===== src/dqi_pkg.sv =====
// Shared types and constants for the deque with indexed insert.
// No dependencies; every other file of the block imports this package.
package dqi_pkg;

   // Storage geometry.
   localparam int CAPACITY   = 16;
   localparam int DATA_WIDTH = 32;
   localparam int IDX_W      = (CAPACITY > 1) ? $clog2(CAPACITY) : 1;
   localparam int CNT_W      = $clog2(CAPACITY + 1);

   // Fixed widths of the channel fields.
   localparam int CMD_W   = 3;
   localparam int VALUE_W = 32;
   localparam int POS_W   = 4;
   localparam int STAT_W  = 2;
   localparam int COUNT_W = 5;

   typedef logic [DATA_WIDTH-1:0] data_type;
   typedef logic [IDX_W-1:0]      idx_type;
   typedef logic [CNT_W-1:0]      cnt_type;

   // Command codes carried by a request beat.
   typedef enum logic [CMD_W-1:0] {
      CMD_ADD_BACK   = 3'd0,
      CMD_ADD_FRONT  = 3'd1,
      CMD_TAKE_BACK  = 3'd2,
      CMD_TAKE_FRONT = 3'd3,
      CMD_INSERT     = 3'd4
   } cmd_type;

   // Status codes returned with every response beat.
   typedef enum logic [STAT_W-1:0] {
      ST_OK    = 2'd0,
      ST_EMPTY = 2'd1,
      ST_FULL  = 2'd2,
      ST_BAD   = 2'd3
   } status_type;

   // Broadcast from the controller to every cell of the chain.
   typedef struct packed {
      logic     load;        // the cell at load_idx takes the new word
      logic     shift_back;  // cells above load_idx take their front neighbor
      logic     shift_front; // every cell takes its back neighbor
      idx_type  load_idx;
      idx_type  tail_idx;    // index of the last occupied cell
      data_type wdata;
   } cell_ctrl_type;

   // Outcome of one command, from the controller to the response stage.
   typedef struct packed {
      status_type status;
      logic       take_back;
      logic       take_front;
      cnt_type    count;
   } cmd_result_type;

endpackage


===== src/dqi_req_if.sv =====
// Request channel of the deque: valid/ready handshake with a command beat.
// Depends on dqi_pkg for field widths.
interface dqi_req_if;
   import dqi_pkg::*;

   logic               valid;
   logic               ready;
   logic [CMD_W-1:0]   command;
   logic [VALUE_W-1:0] value;
   logic [POS_W-1:0]   position;

   modport source (output valid, output command, output value, output position,
                   input ready);
   modport sink   (input valid, input command, input value, input position,
                   output ready);
endinterface


===== src/dqi_rsp_if.sv =====
// Response channel of the deque: valid/ready handshake with a result beat.
// Depends on dqi_pkg for field widths.
interface dqi_rsp_if;
   import dqi_pkg::*;

   logic               valid;
   logic               ready;
   logic [VALUE_W-1:0] popped;
   logic [STAT_W-1:0]  status;
   logic [COUNT_W-1:0] count;

   modport source (output valid, output popped, output status, output count,
                   input ready);
   modport sink   (input valid, input popped, input status, input count,
                   output ready);
endinterface


===== src/dqi_cell.sv =====
// One storage cell of the deque chain: holds a word and trades with neighbors.
// Depends on dqi_pkg for the control struct and data types.
module dqi_cell (
   input  logic                   clock,
   input  logic                   enable,
   input  dqi_pkg::idx_type       idx,
   input  dqi_pkg::cell_ctrl_type ctrl,
   input  dqi_pkg::data_type      front_data,
   input  dqi_pkg::data_type      back_data,
   output dqi_pkg::data_type      data,
   output dqi_pkg::data_type      tail_data
);
   import dqi_pkg::*;

   data_type data_ff;
   data_type data_in;

   // Pick the next content: new word, front neighbor, back neighbor or hold.
   always_comb begin
      data_in = data_ff;
      if (ctrl.load && (idx == ctrl.load_idx)) begin
         data_in = ctrl.wdata;
      end else if (ctrl.shift_back && (idx > ctrl.load_idx)) begin
         data_in = front_data;
      end else if (ctrl.shift_front) begin
         data_in = back_data;
      end
   end

   // Storage needs no reset; only occupied cells are ever read.
   always_ff @(posedge clock) begin
      if (enable) begin
         data_ff <= data_in;
      end
   end

   assign data      = data_ff;
   assign tail_data = (idx == ctrl.tail_idx) ? data_ff : '0;

endmodule


===== src/dqi_ctrl.sv =====
// Command decoder and entry counter of the deque.
// Depends on dqi_pkg for command, status and control types.
module dqi_ctrl (
   input  logic                          clock,
   input  logic                          reset,
   input  logic                          fire,
   input  logic [dqi_pkg::CMD_W-1:0]     command,
   input  logic [dqi_pkg::VALUE_W-1:0]   value,
   input  logic [dqi_pkg::POS_W-1:0]     position,
   output dqi_pkg::cell_ctrl_type        ctrl,
   output dqi_pkg::cmd_result_type       result
);
   import dqi_pkg::*;

   cnt_type count_ff;
   cnt_type count_in;
   logic    full;
   logic    empty;
   logic    pos_bad;

   assign full    = (count_ff == cnt_type'(CAPACITY));
   assign empty   = (count_ff == '0);
   assign pos_bad = (32'(position) >= 32'(count_ff));

   // Decode the command into a cell broadcast and a result.
   always_comb begin
      ctrl.load         = 1'b0;
      ctrl.shift_back   = 1'b0;
      ctrl.shift_front  = 1'b0;
      ctrl.load_idx     = '0;
      ctrl.tail_idx     = idx_type'(count_ff - cnt_type'(1));
      ctrl.wdata        = data_type'(value);
      result.status     = ST_OK;
      result.take_back  = 1'b0;
      result.take_front = 1'b0;
      count_in          = count_ff;
      unique case (command)
         CMD_ADD_BACK: begin
            if (full) begin
               result.status = ST_FULL;
            end else begin
               ctrl.load     = fire;
               ctrl.load_idx = idx_type'(count_ff);
               count_in      = count_ff + cnt_type'(1);
            end
         end
         CMD_ADD_FRONT: begin
            if (full) begin
               result.status = ST_FULL;
            end else begin
               ctrl.load       = fire;
               ctrl.shift_back = fire;
               count_in        = count_ff + cnt_type'(1);
            end
         end
         CMD_TAKE_BACK: begin
            if (empty) begin
               result.status = ST_EMPTY;
            end else begin
               result.take_back = 1'b1;
               count_in         = count_ff - cnt_type'(1);
            end
         end
         CMD_TAKE_FRONT: begin
            if (empty) begin
               result.status = ST_EMPTY;
            end else begin
               result.take_front = 1'b1;
               ctrl.shift_front  = fire;
               count_in          = count_ff - cnt_type'(1);
            end
         end
         CMD_INSERT: begin
            if (full) begin
               result.status = ST_FULL;
            end else if (pos_bad) begin
               result.status = ST_BAD;
            end else begin
               ctrl.load       = fire;
               ctrl.shift_back = fire;
               ctrl.load_idx   = idx_type'(position);
               count_in        = count_ff + cnt_type'(1);
            end
         end
         default: begin
            result.status = ST_BAD;
         end
      endcase
      result.count = count_in;
   end

   // Entry counter.
   always_ff @(posedge clock) begin
      if (reset) begin
         count_ff <= '0;
      end else if (fire) begin
         count_ff <= count_in;
      end
   end

endmodule


===== src/double_ended_queue_with_insert.sv =====
// Top level of the deque with indexed insert: controller, cell chain, output stage.
// Depends on dqi_pkg, dqi_req_if, dqi_rsp_if, dqi_ctrl and dqi_cell.
//
// A bounded deque of up to 16 words held in a chain of cells, one word per
// cell, slot 0 at the front. Every request beat (push back, push front, pop
// back, pop front, insert at index) completes in the cycle it is accepted:
// all cells shift or load in parallel, so one command per clock is sustained
// while responses are drained. Each response beat (popped word, status, new
// count) is registered and shows in the next cycle. A new request is taken
// whenever the response register is empty or is being drained in the same
// cycle. After reset the deque is empty and ready at once; there is no
// clearing pass, the cells are simply never read beyond the count.
module double_ended_queue_with_insert (
   input logic       clock,
   input logic       reset,
   dqi_req_if.sink   req,
   dqi_rsp_if.source rsp
);
   import dqi_pkg::*;

   cell_ctrl_type  ctrl;
   cell_ctrl_type  cell_ctrl;
   cmd_result_type result;
   logic           fire;
   data_type       cell_data [CAPACITY];
   data_type       tail_data [CAPACITY];
   data_type       tail_word;

   logic                 rsp_valid_ff;
   logic [VALUE_W-1:0]   rsp_popped_ff;
   logic [VALUE_W-1:0]   rsp_popped_in;
   status_type           rsp_status_ff;
   logic [COUNT_W-1:0]   rsp_count_ff;

   // Accept while the response register is free or drains this cycle.
   assign req.ready = !rsp_valid_ff || rsp.ready;
   assign fire      = req.valid && req.ready;

   dqi_ctrl u_ctrl (
      .clock    (clock),
      .reset    (reset),
      .fire     (fire),
      .command  (req.command),
      .value    (req.value),
      .position (req.position),
      .ctrl     (ctrl),
      .result   (result)
   );

   assign cell_ctrl = ctrl;

   // Chain of cells; the ends see zero from the missing neighbor.
   for (genvar i = 0; i < CAPACITY; i++) begin : g_cell
      data_type front_nb;
      data_type back_nb;
      if (i == 0) begin : g_first
         assign front_nb = '0;
      end else begin : g_mid_front
         assign front_nb = cell_data[i-1];
      end
      if (i == CAPACITY - 1) begin : g_last
         assign back_nb = '0;
      end else begin : g_mid_back
         assign back_nb = cell_data[i+1];
      end
      dqi_cell u_cell (
         .clock      (clock),
         .enable     (fire),
         .idx        (idx_type'(i)),
         .ctrl       (cell_ctrl),
         .front_data (front_nb),
         .back_data  (back_nb),
         .data       (cell_data[i]),
         .tail_data  (tail_data[i])
      );
   end

   // Only the cell at tail_idx, the last occupied one, can drive a nonzero tail word.
   always_comb begin
      tail_word = '0;
      for (int i = 0; i < CAPACITY; i++) begin
         tail_word = tail_word | tail_data[i];
      end
   end

   // Popped word for the response beat.
   always_comb begin
      rsp_popped_in = '0;
      if (result.take_back) begin
         rsp_popped_in = VALUE_W'(tail_word);
      end else if (result.take_front) begin
         rsp_popped_in = VALUE_W'(cell_data[0]);
      end
   end

   // Response valid flag.
   always_ff @(posedge clock) begin
      if (reset) begin
         rsp_valid_ff <= 1'b0;
      end else if (fire) begin
         rsp_valid_ff <= 1'b1;
      end else if (rsp.ready) begin
         rsp_valid_ff <= 1'b0;
      end
   end

   // Response payload.
   always_ff @(posedge clock) begin
      if (fire) begin
         rsp_popped_ff <= rsp_popped_in;
         rsp_status_ff <= result.status;
         rsp_count_ff  <= COUNT_W'(result.count);
      end
   end

   assign rsp.valid  = rsp_valid_ff;
   assign rsp.popped = rsp_popped_ff;
   assign rsp.status = rsp_status_ff;
   assign rsp.count  = rsp_count_ff;

endmodule

===== src/flat_wrapper.sv =====
// flat-port wrapper written by rule: the top's interface ports become plain ports
module double_ended_queue_with_insert_flat import dqi_pkg::*;
  (clock, reset, req_valid, req_command, req_value, req_position, req_ready, rsp_valid, rsp_popped, rsp_status, rsp_count, rsp_ready);
  dqi_req_if req_i ();
  dqi_rsp_if rsp_i ();
  input logic clock;
  input logic reset;
  input wire logic [$bits(req_i.valid)-1:0] req_valid;
  input wire logic [$bits(req_i.command)-1:0] req_command;
  input wire logic [$bits(req_i.value)-1:0] req_value;
  input wire logic [$bits(req_i.position)-1:0] req_position;
  output wire logic [$bits(req_i.ready)-1:0] req_ready;
  output wire logic [$bits(rsp_i.valid)-1:0] rsp_valid;
  output wire logic [$bits(rsp_i.popped)-1:0] rsp_popped;
  output wire logic [$bits(rsp_i.status)-1:0] rsp_status;
  output wire logic [$bits(rsp_i.count)-1:0] rsp_count;
  input wire logic [$bits(rsp_i.ready)-1:0] rsp_ready;
  assign req_i.valid = req_valid;
  assign req_i.command = req_command;
  assign req_i.value = req_value;
  assign req_i.position = req_position;
  assign req_ready = req_i.ready;
  assign rsp_valid = rsp_i.valid;
  assign rsp_popped = rsp_i.popped;
  assign rsp_status = rsp_i.status;
  assign rsp_count = rsp_i.count;
  assign rsp_i.ready = rsp_ready;
  double_ended_queue_with_insert u_core (.clock(clock), .reset(reset), .req(req_i), .rsp(rsp_i));
endmodule

===== config.mk =====
export PLATFORM = sky130hd
export DESIGN_NAME = double_ended_queue_with_insert_flat
export DESIGN_NICKNAME = d
export VERILOG_FILES = /design/src/dqi_pkg.sv /design/src/dqi_req_if.sv /design/src/dqi_rsp_if.sv /design/src/dqi_cell.sv /design/src/dqi_ctrl.sv /design/src/double_ended_queue_with_insert.sv /design/src/flat_wrapper.sv
export SDC_FILE = /design/constraint.sdc
export NUM_CORES = 1
export LEC_CHECK = 0
export BUFFER_PORTS_ARGS = -buffer_cell sky130_fd_sc_hd__buf_4
export CORE_ASPECT_RATIO = 0.5
export CORE_MARGIN = 4
export CORE_UTILIZATION = 30
export CTS_CLUSTER_DIAMETER = 30
export CTS_CLUSTER_SIZE = 28
export DETAILED_ROUTE_END_ITERATION = 7
export GPL_TIMING_DRIVEN = 0
export HOLD_SLACK_MARGIN = 0.05
export PLACE_DENSITY = 0.47
export SLEW_MARGIN = 20
export SYNTH_ARGS = -nofsm -noshare
export SYNTH_HDL_FRONTEND = slang
export SYNTH_HIERARCHICAL = 1
export SYNTH_SLANG_ARGS = --single-unit

===== constraint.sdc =====
create_clock -name clock -period 26.9 [get_ports clock]
set_clock_uncertainty 0.15 [all_clocks]
set_input_delay 2.69 -clock clock [delete_from_list [all_inputs] [get_ports clock]]
set_output_delay 2.69 -clock clock [all_outputs]
set_load 0.005 [all_outputs]

=== Yosys cells after proc, flatten, opt, wreduce, memory -nomap -nowiden ===
Index checks and enable logic that the tools add are counted.

* Bitwise operators: 15
* Reduce and logical (&&, ||, !) cells: 74
* Order comparisons: 17
* $add $sub $neg: 2
* Mux-type cells: 93
* Equal/unequal tests: 35

{| class="wikitable"
|+ Operator list
! cell !! number
|-
| $mux 32 || 66
|-
| $or 32x32->32 || 15
|-
| $eq 4x4->1 const A || 16
|-
| $reduce_bool 3->1 || 16
|-
| $logic_and 1x1->1 || 33
|-
| $eq 3x4->1 const A || 8
|-
| $gt 4x4->1 const A || 8
|-
| $reduce_and 2->1 || 16
|-
| $mux 5 || 4
|-
| $eq 2x4->1 const A || 4
|-
| $gt 3x4->1 const A || 4
|-
| $pmux 5 s3 || 1
|-
| $mux 2 || 6
|-
| $mux 4 || 3
|-
| $mux 1 || 9
|-
| $eq 1x4->1 const A || 2
|-
| $gt 1x4->1 const A || 2
|-
| $gt 2x4->1 const A || 2
|-
| $logic_not 4->1 || 2
|-
| $pmux 4 s2 || 1
|-
| $eq 3x2->1 const B || 2
|-
| $pmux 2 s3 || 1
|-
| $add 5x1->5 const B || 1
|-
| $eq 5x5->1 const B || 1
|-
| other kinds (12) || 13
|}

* Bits of input ports: 43
* Word-level logic and storage cells: 257
* Register bits: 557

=== Longest topological paths before layout ===
Gate-level depths: netlist (run 1).

* Depth after elaboration: 19
* Depth in mapped cells: 17
* Mapped depth without buffers: 13

=== Hierarchy ===
Netlist (run 1), hierarchy kept.

{| class="wikitable"
|+ By module, submodules not included
! module !! area an instance (um^2) !! cells an instance !! sequential area each (um^2) !! times used
|-
| dqi_cell || 1968.1 || 168 || 960.9 || 16
|-
| double_ended_queue_with_insert || 2575.0 || 247 || 1191.1 || 1
|-
| dqi_ctrl || 1243.7 || 176 || 100.1 || 1
|}

=== Worst setup path before layout (run 1) ===
No wires, ideal clock.

* Kind: input to register
* Start point: input port rsp_ready
* End point: register u_core.g_cell[0].u_cell.data_ff[0], enable pin
* Cell stages on the path: 8
* Data arrival time: 9.871 ns
* Slack: 16.409 ns
* Cell sequence: nand2b_1 and2_1 nand3b_1 nor2_1 mux2i_1 a31o_4 buf_6 a21boi_0

{| class="wikitable"
|+ RTL lines
! what !! RTL line !! RTL
|-
| start, declared || flat_wrapper.sv:17 || <nowiki>input wire logic [$bits(rsp_i.ready)-1:0] rsp_ready;</nowiki>
|-
| end signal, assigned || dqi_cell.sv:33 || <nowiki>data_ff <= data_in;</nowiki>
|-
| end, declared || dqi_cell.sv:15 || <nowiki>data_type data_ff;</nowiki>
|}

==> results.py, run 1 <==
metrics = {
    "global_routing": {
        "grt_overflow": 0,
        "grt_pass1_wl_um": 191000,
        "antenna_found_initial": 8,
        "grt_max_degree": 50,
        "first_global_vias": 28800,
        "track_usage": 0.202,
    },
    "worst_setup_path": {
        "required_ns": 27.14,
        "startpoint_type": "primary input",
        "path_max_fanout": 20,
        "crit_chain": "buf_4 -> ha_1 -> a211oi_1 -> o22a_4 -> and2_4 -> buf_6 -> a31oi_1 -> nor3_2 -> buf_4 -> buf_4 -> inv_1 -> ha_1 -> and4_1 -> buf_6 -> mux2i_1 -> a31o_4 -> buf_6 -> a21boi_4 -> buf_16",
        "critPathLaunch": "req_position[2]",
        "critPathKind": "primary input to register",
        "r2r_start": "u_core/u_ctrl/count_ff[0]",
        "worst_ep_arrival_time_ns": 7.37,
        "worstSetupEndpointType": "register",
        "r2r_end": "u_core/g_cell[10].u_cell/data[31]",
        "rrSetupSlack_ns": 20.42,
        "crit_slowest_cell": "nor3_2",
        "crit_family": "compound AO/OA/AOI/OAI gates",
        "critPathBufInv": 8,
        "critPathMaxStageDelay_ns": 0.58,
        "worstRegToRegCells": 20,
    },
    "clocking": {
        "clk_latency_ns": 0.72,
        "h-tree-depth": 4,
        "ctsResizeCount": 0,
        "cts_tree": "built",
        "cts_buffer_depth": 3,
        "cts-root-buf": "clkbuf_16",
        "cts_buffers": 131,
        "cts_hold_buf": 0,
        "post-cts-setup-buffers": 0,
        "cts.sinks": 557,
        "clk_pin_slew_ns": 0.04,
    },
    "logic_synthesis": {
        "yosysMostFrequentCell": "edfxtp_1",
        "synth-async-reset-ratio": 0,
        "syn_area_mm2": 0.0353,
        "synth_edf_count": 551,
        "synth_cells": 3111,
        "syn_area_per_cell_um2": 11.3,
        "yosysWarnings": 6,
        "synth.top_cells.by_area": "edfxtp_1, a221o_1, and2_1",
        "seq_area_frac_synth": 0.472,
        "synth-seq-cells": 557,
        "yosysUniqueCellTypes": 62,
        "synth_top_area_frac": 0.469,
        "yosysTopAreaCell": "edfxtp_1",
        "yosys-top-cells-count": "edfxtp_1, and2_1, and3_1",
        "synth_ff_type": "edfxtp_1",
    },
    "layout": {
        "nets": 3641,
        "regArea_mm2": 0.0167,
        "fillers": 11300,
        "post-route-util": 0.380,
        "drive_gt1_frac": 0.163,
        "multi_input_area_mm2": 0.0175,
        "instances_no_fill": 5208,
        "finalInstanceArea_mm2": 0.0441,
        "syn_to_final_growth_pct": 24.9,
    },
    "min_path": {
        "min_from": "u_core/rsp.valid",
        "hold_class": "register to register",
        "worstHoldPathCells": 2,
        "hold_path_end": "u_core/rsp.valid",
    },
    "place": {
        "hpwl_um": 101000,
        "placed_area_mm2": 0.0395,
        "port_buffers": 51,
        "place_ws_ns": 19.15,
        "place_congestion": 0.872,
        "dp.cells": 4969,
    },
    "power_and_ir_drop": {
        "power_mw": 3.13,
        "vdd_drop_max_v": 0.0000547,
        "powerDensity_mw_per_mm2": 70.8,
        "leakagePower_nw": 17.8,
    },
    "route": {
        "post_drt_wl_per_cell_um": 24.8,
        "antenna_left": 0,
        "wl_met3_um": 8490,
        "dr_total_vias": 29300,
        "wl_met2_um": 55500,
        "highest-signal-layer": "met5",
        "wl_um": 129000,
        "wl_met1_um": 61000,
        "drt_iter0_drc": 3143,
        "first_pass_iters": 6,
        "remaining_drc_errors": 0,
        "via_per_inst": 5.63,
    },
    "sta": {
        "maxSlewHeadroom": 0.281,
        "fin_crit_ns": 7.12,
        "fin_ws_ns": 19.78,
        "fmax_mhz": 140,
        "tns_ns": 0,
        "setup_viol": 0,
        "tightest_slew_ns": 1.08,
        "whs_ns": 0.397,
        "rsz0062_at_grt": "no",
        "hold_violations": 0,
        "fin_crit_sh": 0.265,
        "drv_slew": 0,
    },
    "floorplanning": {
        "rows": 88,
        "core_mm2": 0.116,
        "die_x_um": 493,
        "ioPinCount": 84,
        "start_util": 0.304,
        "dieArea_mm2": 0.124,
        "die_h_um": 251,
    },
    "job": {
        "max-cap-violations": 0,
    },
    "status": {
        "run_status": "finished clean",
    },
}
placed cells by master (no fill, tap or decap), types with 71 or more instances in the layout:
cell type and count:
nor4_1 128, conb_1 192, ha_1 71, edfxtp_1 551
buf_6 71, clkbuf_16 137, and3_1 481, clkbuf_1 161
inv_1 88, buf_4 93, and2_1 514, a221o_1 480
state kept, by name, indices dropped and copies added (netlist names):
register	flops
u_core/u_ctrl/count_ff	5
u_core/rsp.status	2
u_core/rsp.count	5
u_core/g_cell.u_cell/data	512
u_core/rsp.popped	32
u_core/rsp.valid	1
cell families after synthesis:
| group | Yosys count | synth area share |
|---|---|---|
| AOI/OAI and AO/OA | 668 | 0.183 |
| muxes | 16 | 0.00454 |
| DFF | 557 | 0.472 |
| adders and majority gates | 71 | 0.0252 |
| other | 2 | 0.000213 |
| and+or+nand+nor | 1332 | 0.236 |
| xor gates and xnor gates | 68 | 0.0169 |
| buffers and inverters | 397 | 0.0625 |
layer usage:
metal | GRT usage | vias to the layer above
met1 | 0.294 | 14800
met3 | 0.0328 | 197
li1 | - | 13200
met2 | 0.299 | 1139
met4 | 0.0776 | 2
met5 | 0 | -
layout make-up:
class,count,share of cell area
diodes,2,0.000113
plain buffers,307,0.0424
clock buffers,148,0.0787
clock inverters,89,0.0264
inverters,90,0.00766
multi-input cells,2347,0.397
flip-flops and latches,557,0.378
well taps,1575,0.0447
repair buffers,93,0.0254
worst reg2reg max path, stage by stage (launching register included):
cell,delay [ns]
dfxtp_1,0.37
clkbuf_1,0.31
inv_1,0.55
ha_1,0.60
nand4bb_1,0.16
clkbuf_1,0.36
and2_4,0.22
buf_6,0.12
a31oi_1,0.13
nor3_2,0.58
buf_4,0.32
buf_4,0.22
inv_1,0.08
ha_1,0.32
and4_1,0.17
buf_6,0.15
mux2i_1,0.13
a31o_4,0.29
buf_6,0.18
a21boi_4,0.51
buf_16,0.25
where the power goes:
group / switching (mW) / leakage [nW] / internal [mW]
sequential: 0.0169 / 5.07 / 0.985
combinational: 0.264 / 10.5 / 0.159
clock: 0.542 / 2.23 / 1.16
total: 0.823 / 17.8 / 2.30
worst max path at each step:
stage / to / slack [ns] / depth (start not counted)
2_1_floorplan: u_core/g_cell[0].u_cell/data[0] / 16.41 / 8
4_1_cts: u_core/g_cell[10].u_cell/data[31] / 19.90 / 19
3_3_place_gp: u_core/g_cell[9].u_cell/data[7] / 9.83 / 9
6_report: u_core/g_cell[10].u_cell/data[31] / 19.78 / 19
3_5_place_dp: u_core/g_cell[10].u_cell/data[3] / 19.15 / 19
5_1_grt: u_core/g_cell[15].u_cell/data[31] / 19.64 / 19
No activity file was read; power rests on OpenSTA's default activity.
==> inputs of run 2 (changes only) <==
==> constraint.sdc (replaced) <==
create_clock -name clock -period 6.65 [get_ports clock]
set_clock_uncertainty 0.15 [all_clocks]
set_input_delay 0.665 -clock clock [delete_from_list [all_inputs] [get_ports clock]]
set_output_delay 0.665 -clock clock [all_outputs]
set_load 0.005 [all_outputs]
==> run 2 against run 1 <==
Net effect:
- design area fell by 1.2%
- non-clock buffer count rose by 3
- sequential power increased to 4.1 times the previous value
- clock-buffer cell count decreased by 17
- highest routed layer unchanged
- critical endpoint is now u_core/g_cell[14].u_cell/data[9]
- power grew to 3.8 times the previous value
- largest power group unchanged
- setup slack lost 19 ns
- clock power rose to 3.6 times the previous value
- core utilization fell by 0.45 points
- wire length increased by 1.2%
- sequential share of layout area is 0.45 points higher
==> results.py, run 2 (synthesis gave the netlist of run 1 again) <==
metrics = {
    "global_routing": {
        "grtUsageMet3": 0.0332,
        "grt_pass1_wl_um": 192000,
        "busiest_layer": "met2",
        "grt_overflow": 0,
        "grtUsageMet2": 0.312,
        "track_usage": 0.203,
        "grt_max_degree": 49,
        "antenna_found_initial": 6,
        "first_global_vias": 28400,
        "met1_usage": 0.294,
    },
    "layout": {
        "layout_commonest_cell": "edfxtp_1",
        "nets": 3634,
        "fillers": 11400,
        "post-route-util": 0.376,
        "drive_gt1_frac": 0.158,
        "largest_reg_flops": 512,
        "syn_to_final_growth_pct": 23.5,
        "layout_common_cells": "edfxtp_1, and2_1, and3_1",
    },
    "worst_setup_path": {
        "crit_top_cell": "buf_6",
        "startpoint_type": "register",
        "crit_chain": "clkbuf_1 -> inv_1 -> ha_1 -> nand4bb_1 -> clkbuf_1 -> and2_4 -> buf_6 -> a31oi_1 -> nor3_2 -> buf_4 -> buf_4 -> inv_1 -> ha_1 -> and4_1 -> buf_6 -> mux2i_1 -> a31o_4 -> buf_6 -> a21boi_4 -> buf_16",
        "worstSetupEndpointType": "register",
        "critPathKind": "register to register",
        "path_max_fanout": 19,
        "critPathBufInv": 10,
        "critPathMaxStageDelay_ns": 0.57,
        "critPathLaunch": "u_core/u_ctrl/count_ff[0]",
        "crit_slowest_cell": "ha_1",
        "required_ns": 6.91,
        "crit_family": "buffers and inverters",
        "r2r_start": "u_core/u_ctrl/count_ff[0]",
        "worst_ep_arrival_time_ns": 6.40,
    },
    "sta": {
        "drv_slew": 0,
        "fin_crit_sh": 0.924,
        "fmax_mhz": 163,
        "fin_crit_ns": 6.14,
        "tightest_slew_ns": 1.11,
        "hold_violations": 0,
        "whs_ns": 0.330,
        "setup_viol": 0,
        "maxSlewHeadroom": 0.262,
        "rsz0062_at_grt": "no",
    },
    "floorplanning": {
        "ioPinCount": 84,
        "dieArea_mm2": 0.124,
        "die_h_um": 251,
        "start_util": 0.304,
        "rows": 88,
        "core_mm2": 0.116,
        "die_x_um": 493,
    },
    "clocking": {
        "clk_latency_ns": 0.72,
        "cts_buffer_depth": 3,
        "cts.sinks": 557,
        "cts_buffers": 121,
        "ctsResizeCount": 0,
        "cts_tree": "built",
        "h-tree-depth": 3,
        "clk_pin_slew_ns": 0.05,
        "cts-root-buf": "clkbuf_16",
    },
    "place": {
        "hpwl_um": 103000,
        "port_buffers": 51,
        "place_congestion": 0.850,
    },
    "power_and_ir_drop": {
        "swShare": 0.278,
        "vdd_drop_max_v": 0.000223,
        "p_clk_frac": 0.513,
        "power.share.combinational": 0.145,
        "powerDensity_mw_per_mm2": 271,
        "p_sw_mw": 3.29,
        "leakagePower_nw": 17.5,
        "power.internal_mw": 8.54,
        "p_seq_frac": 0.342,
    },
    "status": {
        "run_status": "finished clean",
    },
    "route": {
        "first_pass_iters": 7,
        "post_drt_wl_per_cell_um": 25.1,
        "drt_iter0_drc": 2866,
        "antenna_left": 0,
        "wl_um": 131000,
        "via_per_inst": 5.60,
        "remaining_drc_errors": 0,
        "dr_total_vias": 29100,
    },
    "job": {
        "max-cap-violations": 0,
    },
    "min_path": {
        "hold_class": "primary input to register",
        "min_from": "req_valid",
    },
}
==> run 2: cell count changes in the layout (fill, tap and decap cells not counted), sizes merged <==
| cell | previous run | this run |
|---|---|---|
| clkbuf | 298 | 281 |
| clkinv | 34 | 49 |
| bufinv | 24 | 15 |
| clkinvlp | 12 | 19 |
| inv | 109 | 102 |
| dlygate4sd3 | 0 | 2 |
| buf | 250 | 251 |
| diode | 2 | 3 |
==> run 2: metal layers <==
layer	share of wire	wire, um
met4	0.026	3350
met2	0.44	57900
met5	0.000099	13
met3	0.063	8270
met1	0.47	61100
==> run 2: worst paths after layout <==
check / end / slack, ns / depth (start not counted)
worst max-delay path: u_core/g_cell[14].u_cell/data[9] / 0.51 / 20
worst min register to register: u_core/g_cell[14].u_cell/data[0] / 0.43 / 1
worst min-delay path: u_core/rsp.popped[29] / 0.33 / 2
worst max register to register: u_core/g_cell[14].u_cell/data[9] / 0.51 / 20
==> run 2: cell type report <==
class                   instances  area (um2)  share of cell area
repair buffers                 96        1160              0.0267
clock inverters                95        1000              0.0230
clock buffers                 131        3070              0.0703
flip-flops and latches        557       16700               0.382
well taps                    1575        1970              0.0452
plain buffers                 307        1870              0.0429
inverters                      90         338             0.00775
multi-input cells            2347       17500               0.402
diodes                          3        7.51            0.000172
==> run 2: through the flow <==
stage	instances	setup slack [ns]	setup TNS, ns	total power, mW	area [um2]
3_3_place_gp	4927	-4.15	-2879.21	5.71	38400
5_1_grt	5198	0.167	0	12.2	43600
6_report	5201	0.508	0	11.8	43600
3_5_place_dp	4970	0.536	0	5.82	39500
2_1_floorplan	3301	0.352	0	5.11	36000
4_1_cts	5198	0.516	0	11.9	43600
==> run 2: power by group through the flow <==
| stage | Clock [mW] | Sequential (mW) | Combinational [mW] |
|---|---|---|---|
| 3_3_place_gp | 0 | 4.13 | 1.59 |
| 5_1_grt | 6.35 | 4.06 | 1.84 |
| 2_1_floorplan | 0 | 4.09 | 1.02 |
| 3_5_place_dp | 0 | 4.12 | 1.70 |
| 6_report | 6.06 | 4.05 | 1.71 |
| 4_1_cts | 6.17 | 4.05 | 1.71 |
==> run 2: repair_timing <==
action | 4_1_cts | 5_1_grt
buffers inserted | 0 | 0
hold buffers | 2 | 0
hold endpoints to repair | 3 | 0
